## src/design/stkf_pkg.sv

```systemverilog
// Package: constants and types of the top-k frequency tracker
package stkf_pkg;

  localparam int K_MAX      = 16;
  localparam int VALUE_BITS = 12;
  localparam int COUNT_BITS = 16;
  localparam int CFG_BITS   = 5;
  localparam int K_BITS     = (K_MAX > 1) ? $clog2(K_MAX) : 1;
  localparam int EXT_BITS   = $clog2(K_MAX + 1);
  localparam int VALUE_DEPTH = 1 << VALUE_BITS;
  localparam logic [CFG_BITS-1:0] TOP_COUNT_RST = CFG_BITS'(4);
  localparam logic [COUNT_BITS-1:0] COUNT_MAX = '1;

  typedef struct packed {
    logic [VALUE_BITS-1:0] value;
    logic [COUNT_BITS-1:0] count;
  } entry_t;

  // handed from one cell to the next one down
  typedef struct packed {
    entry_t entry;
    logic   hi;    // this entry ranks above the incoming one
    logic   seen;  // incoming value found in this cell or above
  } link_t;

endpackage

```

## src/design/stkf_cell.sv

```systemverilog
// One slot of the ranked list: keeps, clears, takes the new entry or takes the one above
module stkf_cell (
  input  logic             clk,
  input  logic             rst_n,
  input  logic             clr,
  input  logic             upd,
  input  stkf_pkg::entry_t ins,
  input  stkf_pkg::link_t  prev,
  output stkf_pkg::link_t  next,
  output stkf_pkg::entry_t q
);

  stkf_pkg::entry_t entry_r;
  stkf_pkg::entry_t entry_nxt;
  logic             hi;
  logic             match;

  assign hi = (entry_r.count > ins.count) ||
              ((entry_r.count == ins.count) && (entry_r.value < ins.value));
  assign match = (entry_r.value == ins.value);

  always_comb begin
    entry_nxt = entry_r;
    if (clr) begin
      entry_nxt = '0;
    end else if (upd && !hi) begin
      if (prev.hi) begin
        entry_nxt = ins;
      end else if (!prev.seen) begin
        entry_nxt = prev.entry;
      end
    end
  end

  always_ff @(posedge clk) begin
    if (!rst_n) begin
      entry_r <= '0;
    end else begin
      entry_r <= entry_nxt;
    end
  end

  assign next.entry = entry_r;
  assign next.hi    = hi;
  assign next.seen  = prev.seen | match;
  assign q          = entry_r;

endmodule

```

## config.mk

```make
export PLATFORM = sky130hd
export DESIGN_NAME = stkf_cell
export DESIGN_NICKNAME = d
export VERILOG_FILES = /design/src/design/stkf_pkg.sv /design/src/design/stkf_cell.sv
export SDC_FILE = /design/constraint.sdc
export NUM_CORES = 1
export LEC_CHECK = 0
export BUFFER_PORTS_ARGS = -buffer_cell sky130_fd_sc_hd__clkbuf_2
export CAP_MARGIN = 10
export CORE_MARGIN = 2
export CORE_UTILIZATION = 43
export DETAILED_ROUTE_END_ITERATION = 16
export GPL_TIMING_DRIVEN = 0
export PLACE_DENSITY = 0.76
export SYNTH_ARGS = -nofsm -noshare
export SYNTH_HDL_FRONTEND = slang
export SYNTH_SLANG_ARGS = --single-unit
```

## constraint.sdc

```tcl
create_clock -name clk -period 3.4 [get_ports clk]
set_input_delay 0.17 -clock clk [delete_from_list [all_inputs] [get_ports clk]]
set_output_delay 0.17 -clock clk [all_outputs]
set_load 0.01 [all_outputs]
```

# == After elaboration in Yosys (flattened, before gate mapping) ==
# Index checks and enable logic that the tools add are counted.
# op_classes
bitwise_logic,2
n_eq_ne,3
n_lt_le_gt_ge,2
reduce_logical,6
muxes,2
# ops
operator,n
28-bit two-way mux,2
16-bit == test,1
16-bit greater-than comparator,1
12-bit == test,1
12-bit less-than comparator,1
1-bit logical AND,2
"2-bit by 1-bit inequality test with 1-bit output, second input constant",1
2-bit AND reduction,1
2-bit OR reduction,1
1-bit zero test,1
1-bit logical OR,1
1-bit inverter,1
1-bit OR,1
# totals
in_bits,62
out_inout_bits,58
register_bits,28
word_cells,17

# == Longest topological paths before layout ==
# Gate-level depths: netlist (run 1).
# depth
depth_word,6
depth_mapped,10
depth_no_buf,8

# == Worst setup path before layout (run 1) ==
# Ideal clock, no wire load.
# synth_path
path_type,flip-flop to flip-flop
startpoint,register entry_r (netlist bit next[2])
endpoint,register entry_r (netlist bit next[10])
period_less_slack_ps,2485
required_time_ps,3313
setup_ps,87
slack_ps,915
path_stages_with_launch,11
arrival_ps,2398
path_cell_list,dfxtp_1 inv_1 ha_1 nand2b_1 a221o_1 a221oi_1 o211ai_1 a221o_1 buf_6 buf_12 a221oi_2
# synth_between
elab_chain_cells,6
word_cells_on_any_way,7
cone_classes,order compare: 1; eq/ne: 1; reduce/logical: 5
# synth_rtl
item,line,rtl
from (decl),stkf_cell.sv:13,stkf_pkg::entry_t entry_r;
from (signal assigned),stkf_cell.sv:39,entry_r <= entry_nxt;
"parallel branches: the longest is 2 deep, another holds 16-bit greater-than comparator",--,
1-bit logical OR *,stkf_cell.sv:18,assign hi = (entry_r.count > ins.count) ||
1-bit zero test *,stkf_cell.sv:26,end else if (upd && !hi) begin
1-bit logical AND *,stkf_cell.sv:26,
2-bit AND reduction (no line) *,--,
# Mark *: on every way between the ends.
# A chain may end at the register's enable or synchronous reset.

# == Worst setup path after layout (run 1) ==
# layout_path
startpoint,register entry_r (netlist bit next[16])
endpoint,register entry_r (netlist bit next[20])
# The elaborated chain is that of the path after synthesis.

==> results of run 1 <==
-- Yosys cell counts (2+ instances only) --
master | n | area, µm²
o21ai_0 | 29 | 145
o22ai_1 | 2 | 12.5
nand4_1 | 5 | 31.3
buf_4 | 29 | 218
nor2_1 | 2 | 7.51
a221oi_1 | 9 | 78.8
o211ai_1 | 2 | 15.0
inv_1 | 57 | 214
dfxtp_1 | 28 | 561
clkbuf_1 | 9 | 33.8
buf_2 | 2 | 10.0
a21oi_1 | 10 | 50.1
nand2_1 | 8 | 30.0
a221o_1 | 2 | 20.0
or3_1 | 26 | 163
nand2b_1 | 3 | 18.8
buf_12 | 2 | 40.0
a221oi_2 | 20 | 300
ha_1 | 28 | 350
-- cell type report --
cell class / instances / area share
tap: 72 / 0.0288
timing repair buffer: 119 / 0.190
multi-input combinational: 157 / 0.419
inverter: 57 / 0.0684
buffer: 44 / 0.101
sequential: 28 / 0.179
clock buffer: 3 / 0.0132
-- worst paths after layout --
| path | start | end | slack [ns] |
|---|---|---|---|
| worst min-delay path | ins[3] | next[5] | 0.23 |
| worst max-delay path | next[16] | next[20] | 0.47 |
| worst max register to register | next[16] | next[20] | 0.47 |
| worst min register to register | next[27] | next[27] | 0.51 |
-- per-stage QoR --
stage | power, µW | worst slack (ns) | cells
after CTS | 840 | 0.533 | 480
after detailed placement | 654 | 0.624 | 477
after global routing | 880 | 0.345 | 480
final | 835 | 0.474 | 480
after floorplan | 546 | 0.915 | 286
after global placement | 648 | 0.664 | 477
-- routing by layer --
metal  routed length (µm)  GRT usage
met5                    0          0
met4                   53     0.0579
met3                  411     0.0284
met2                 3110      0.350
met1                 2810      0.261
-- cell families after synthesis --
group,Yosys count
compound gates,79
fa+ha+maj,28
buf+inv,101
flops,28
simple gates,50
-- where the power goes --
group / internal (µW) / total, µW / switching, µW
registers: 344 / 362 / 17.5
logic: 134 / 284 / 151
clock network: 79.7 / 189 / 109
-- critical path, stage by stage (launching register included) --
cell	delay [ns]
dfxtp_1	0.36
ha_1	0.33
nand4_1	0.20
nor4_2	0.46
and3_1	0.24
o311ai_1	0.21
a21oi_2	0.46
buf_2	0.42
a221oi_2	0.10
==> impl_metrics.yaml, run 1 <==
timing:
  worstMarginPinSlew_ns: 0.755
  finalSetupTns_ns: 0
  fmax_mhz: 342
  rsz0062_at_grt: "no"
  finalSetupViolCount: 0
  fin_crit_ns: 2.93
  whs_ns: 0.230
  slew_headroom: 0.496
  finalHoldViolations: 0
  slew_violations: 0
  skew_ns: 0.00711
  fin_crit_sh: 0.860
worst_setup_path:
  cp-start-kind: "flip-flop"
  reg2regPathDepth: 8
  critPathMaxFanout: 10
  critPathRequiredTime_ns: 3.53
  setup.worst_path.class: "reg -> reg"
  critPathCaptureType: "flip-flop"
  crit_arrival_ns: 3.05
clocking:
  insertion_delay_ns: 0.28
  postCtsSetupRepairBufs: 0
  path_clk_slew_ns: 0.10
  cts_tree: "built"
  clockBufferDepth: 2
  clock-sinks: 28
  cts_max_level: 1
  cts_made_buffers: 3
  postCtsHoldBufs: 0
  root_buffer: "clkbuf_8"
  cts_resized: 0
floorplan:
  initial_core_util: 0.442
  io_pins: 120
  die_h_um: 78.7
  fp.coreArea_mm2: 0.00544
  die-area_mm2: 0.00620
  die_x_um: 78.7
  rows: 27
layout:
  syn2layout_area_growth_pct: 30.3
  num_antenna_cells: 0
  largest_reg_flops: 28
  fin_nets: 500
  drive_gt1_frac: 0.441
  finalCoreUtilization: 0.575
  most-common-layout-cells: "clkbuf_2 (119), inv_1 (57), o21ai_0 (29), buf_4 (29)"
  fill_cells: 515
  layout_commonest_cell: "clkbuf_2"
  seq_area_um2: 561
  multi_input_area_mm2: 0.00131
  design_area_mm2: 0.00313
power_and_ir_drop:
  leakage_uw: 0.00163
  cellPowerDensity_mw_per_mm2: 267
  vdd_drop_max_mv: 0.179
global_route:
  overflow: 0
  grt_first_pass_wirelength_um: 10100
  grt_pass1_vias: 2223
  antenna_found_initial: 0
  grt_max_degree: 15
  gr-usage-all-layers: 0.202
synthesis:
  yosysWarnings: 0
  avgSynthCellArea_um2: 8.40
  yosysSeqAreaShare: 0.233
  syn_area_mm2: 0.00240
  ys_async_sr_fraction: 0
  synth_xor_area_frac: 0
  syn_inst: 286
  synth_compound_area_frac: 0.276
  synthMuxAreaShare: 0
  synth_top_family_by_area: "compound AO/OA/AOI/OAI gates"
  synthSimpleGateAreaFrac: 0.124
  syn-num-nets: 376
  synth_edf_count: 0
  ys_types: 32
  synthAdderAreaFrac: 0.146
  synth-seq-cells: 28
  synthFlopType: "dfxtp_1"
flow_run:
  max_cap_viol_count: 0
routing:
  wirelength_um: 6390
  drt_iter0_markers: 52
  ant_nets: 0
  firstDrtPassIters: 5
  drc: 0
  wl_per_cell_um: 13.3
  num_vias: 2411
  via_per_inst: 5.02
min_path:
  min_path_cells: 3
  worst_hold_path_type: "in -> reg"
placement:
  place_area_mm2: 0.00309
  gp_congestion: 0.789
  hpwlAfterDp_um: 5030
  port_buffers: 119
run_status:
  status: "completed"
(Power assumes the default switching activity.)
==> inputs of run 2 (changes only) <==
--- a/config.mk
+++ b/config.mk
@@ -8,10 +8,10 @@
 export BUFFER_PORTS_ARGS = -buffer_cell sky130_fd_sc_hd__clkbuf_2
 export CAP_MARGIN = 10
 export CORE_MARGIN = 2
-export CORE_UTILIZATION = 43
+export CORE_UTILIZATION = 40
 export DETAILED_ROUTE_END_ITERATION = 16
-export GPL_TIMING_DRIVEN = 0
-export PLACE_DENSITY = 0.76
+export GPL_TIMING_DRIVEN = 1
+export PLACE_DENSITY = 0.71
 export SYNTH_ARGS = -nofsm -noshare
 export SYNTH_HDL_FRONTEND = slang
 export SYNTH_SLANG_ARGS = --single-unit
==> run 2 against run 1 <==
Combinational power is 11% lower. Utilization is 8.3 points lower. Register-to-register slack better by 0.04 ns. Sequential share of layout area is 1.5 points higher. First-iteration DRC count is 50% higher. Final area is 8.0% lower. Highest routed layer unchanged.
==> impl_metrics.yaml, run 2 (synthesized netlist as in run 1, its figures left out) <==
clocking:
  root_buffer: "clkbuf_8"
  cts_tree: "built"
  postCtsSetupRepairBufs: 0
  cts_max_level: 1
  postCtsHoldBufs: 0
  insertion_delay_ns: 0.28
  cts_resized: 0
  cts_made_buffers: 3
  path_clk_slew_ns: 0.11
  clockBufferDepth: 2
  clock-sinks: 28
layout:
  num_antenna_cells: 0
  layout_commonest_cell: "clkbuf_2"
  fill_cells: 594
  largest_reg_flops: 28
  multi_input_area_mm2: 0.00132
  design_area_mm2: 0.00288
  syn2layout_area_growth_pct: 19.9
  seq_area_um2: 561
  fin_nets: 459
  drive_gt1_frac: 0.413
  most-common-layout-cells: "clkbuf_2 (119), inv_1 (57), o21ai_0 (29), ha_1 (28), dfxtp_1 (28)"
worst_setup_path:
  worst_path_max_delay_cell: "a221o_2"
  cp-start-kind: "flip-flop"
  cp_num_buf_inv: 0
  critPathRequiredTime_ns: 3.58
  critPathMaxFanout: 28
  crit_arrival_ns: 3.07
  crit_path_cell_trace: "ha_1 -> nand4_1 -> nor4_2 -> and3_1 -> o311ai_1 -> a221o_2 -> a221oi_1"
  critPathCaptureType: "flip-flop"
  max_stage_delay_ns: 0.73
  setup.worst_path.class: "reg -> reg"
  critPathTopFamily: "compound AO/OA/AOI/OAI gates"
timing:
  worst_slack_ns: 0.512
  finalSetupViolCount: 0
  finalHoldViolations: 0
  skew_ns: 0.00426
  slew_violations: 0
  worstMarginPinSlew_ns: 0.850
  fin_crit_sh: 0.849
  fin_crit_ns: 2.89
  fmax_mhz: 346
  rsz0062_at_grt: "no"
  finalSetupTns_ns: 0
  slew_headroom: 0.433
flow_run:
  max_cap_viol_count: 0
power_and_ir_drop:
  power.switching_uw: 278
  p_seq_frac: 0.408
  intPower_uw: 608
  leakage_uw: 0.00146
  p_total_uw: 886
  switching_share: 0.313
  cellPowerDensity_mw_per_mm2: 308
  p_clk_frac: 0.308
  p_comb_frac: 0.284
  vdd_drop_max_mv: 0.224
routing:
  via_per_inst: 5.14
  wirelength_um: 6320
  drt_iter0_markers: 78
  num_vias: 2279
  ant_nets: 0
  firstDrtPassIters: 4
  drc: 0
  wl_per_cell_um: 14.3
floorplan:
  rows: 28
  die_x_um: 81.5
  die_h_um: 81.5
  die-area_mm2: 0.00664
  initial_core_util: 0.411
  io_pins: 120
  fp.coreArea_mm2: 0.00585
placement:
  dpl_worst_slack_ns: 0.521
  port_buffers: 119
  place_area_mm2: 0.00281
  hpwlAfterDp_um: 4760
  gp_congestion: 0.767
global_route:
  overflow: 0
  antenna_found_initial: 0
  grt_first_pass_wirelength_um: 10100
  grt_max_degree: 30
  grt_pass1_vias: 2193
  gr-usage-all-layers: 0.189
run_status:
  status: "completed"
min_path:
  worst_hold_path_type: "in -> reg"
==> run 2: per-stage QoR <==
step	hold slack, ns	cells	utilization
5_1_grt	0.241	443	0.492
6_report	0.221	443	0.492
2_1_floorplan	0.416	286	-
3_5_place_dp	0.495	439	0.480
3_3_place_gp	0.486	439	0.480
4_1_cts	0.221	443	0.492
==> run 2: area by class of cell <==
class	count	area share
Tap cell	75	0.0326
Sequential cell	28	0.195
Multi-Input combinational cell	157	0.459
Clock buffer	3	0.0143
Clock inverter	1	0.0104
Timing Repair Buffer	122	0.215
Inverter	57	0.0743
==> run 2: worst register-to-register path, stage by stage (launching register included) <==
cell	delay [ns]
dfxtp_1	0.36
ha_1	0.33
nand4_1	0.18
nor4_2	0.40
and3_1	0.22
o311ai_1	0.19
a221o_2	0.73
a221oi_1	0.39
==> run 2: routing by layer <==
metal  track usage  up-vias  part of all wire
li1              -     1151                 -
met1         0.257     1054              0.46
met2         0.325       70              0.48
met3        0.0187        4             0.048
met4        0.0407        0            0.0055
met5             0        -                 0
==> run 2: worst paths after layout <==
check,start,to,slack [ns],cells after the start
min,prev[29],next[29],0.22,3
max reg2reg,next[16],next[26],0.51,7
max,next[16],next[26],0.51,7
min reg2reg,next[23],next[23],0.51,2
==> run 2: power by group through the flow <==
stage | Sequential (µW) | Clock [µW] | Combinational [µW]
after floorplan | 373 | 0 | 173
after CTS | 361 | 277 | 254
final | 361 | 273 | 252
after global routing | 364 | 292 | 284
after detailed placement | 369 | 0 | 253
after global placement | 368 | 0 | 247
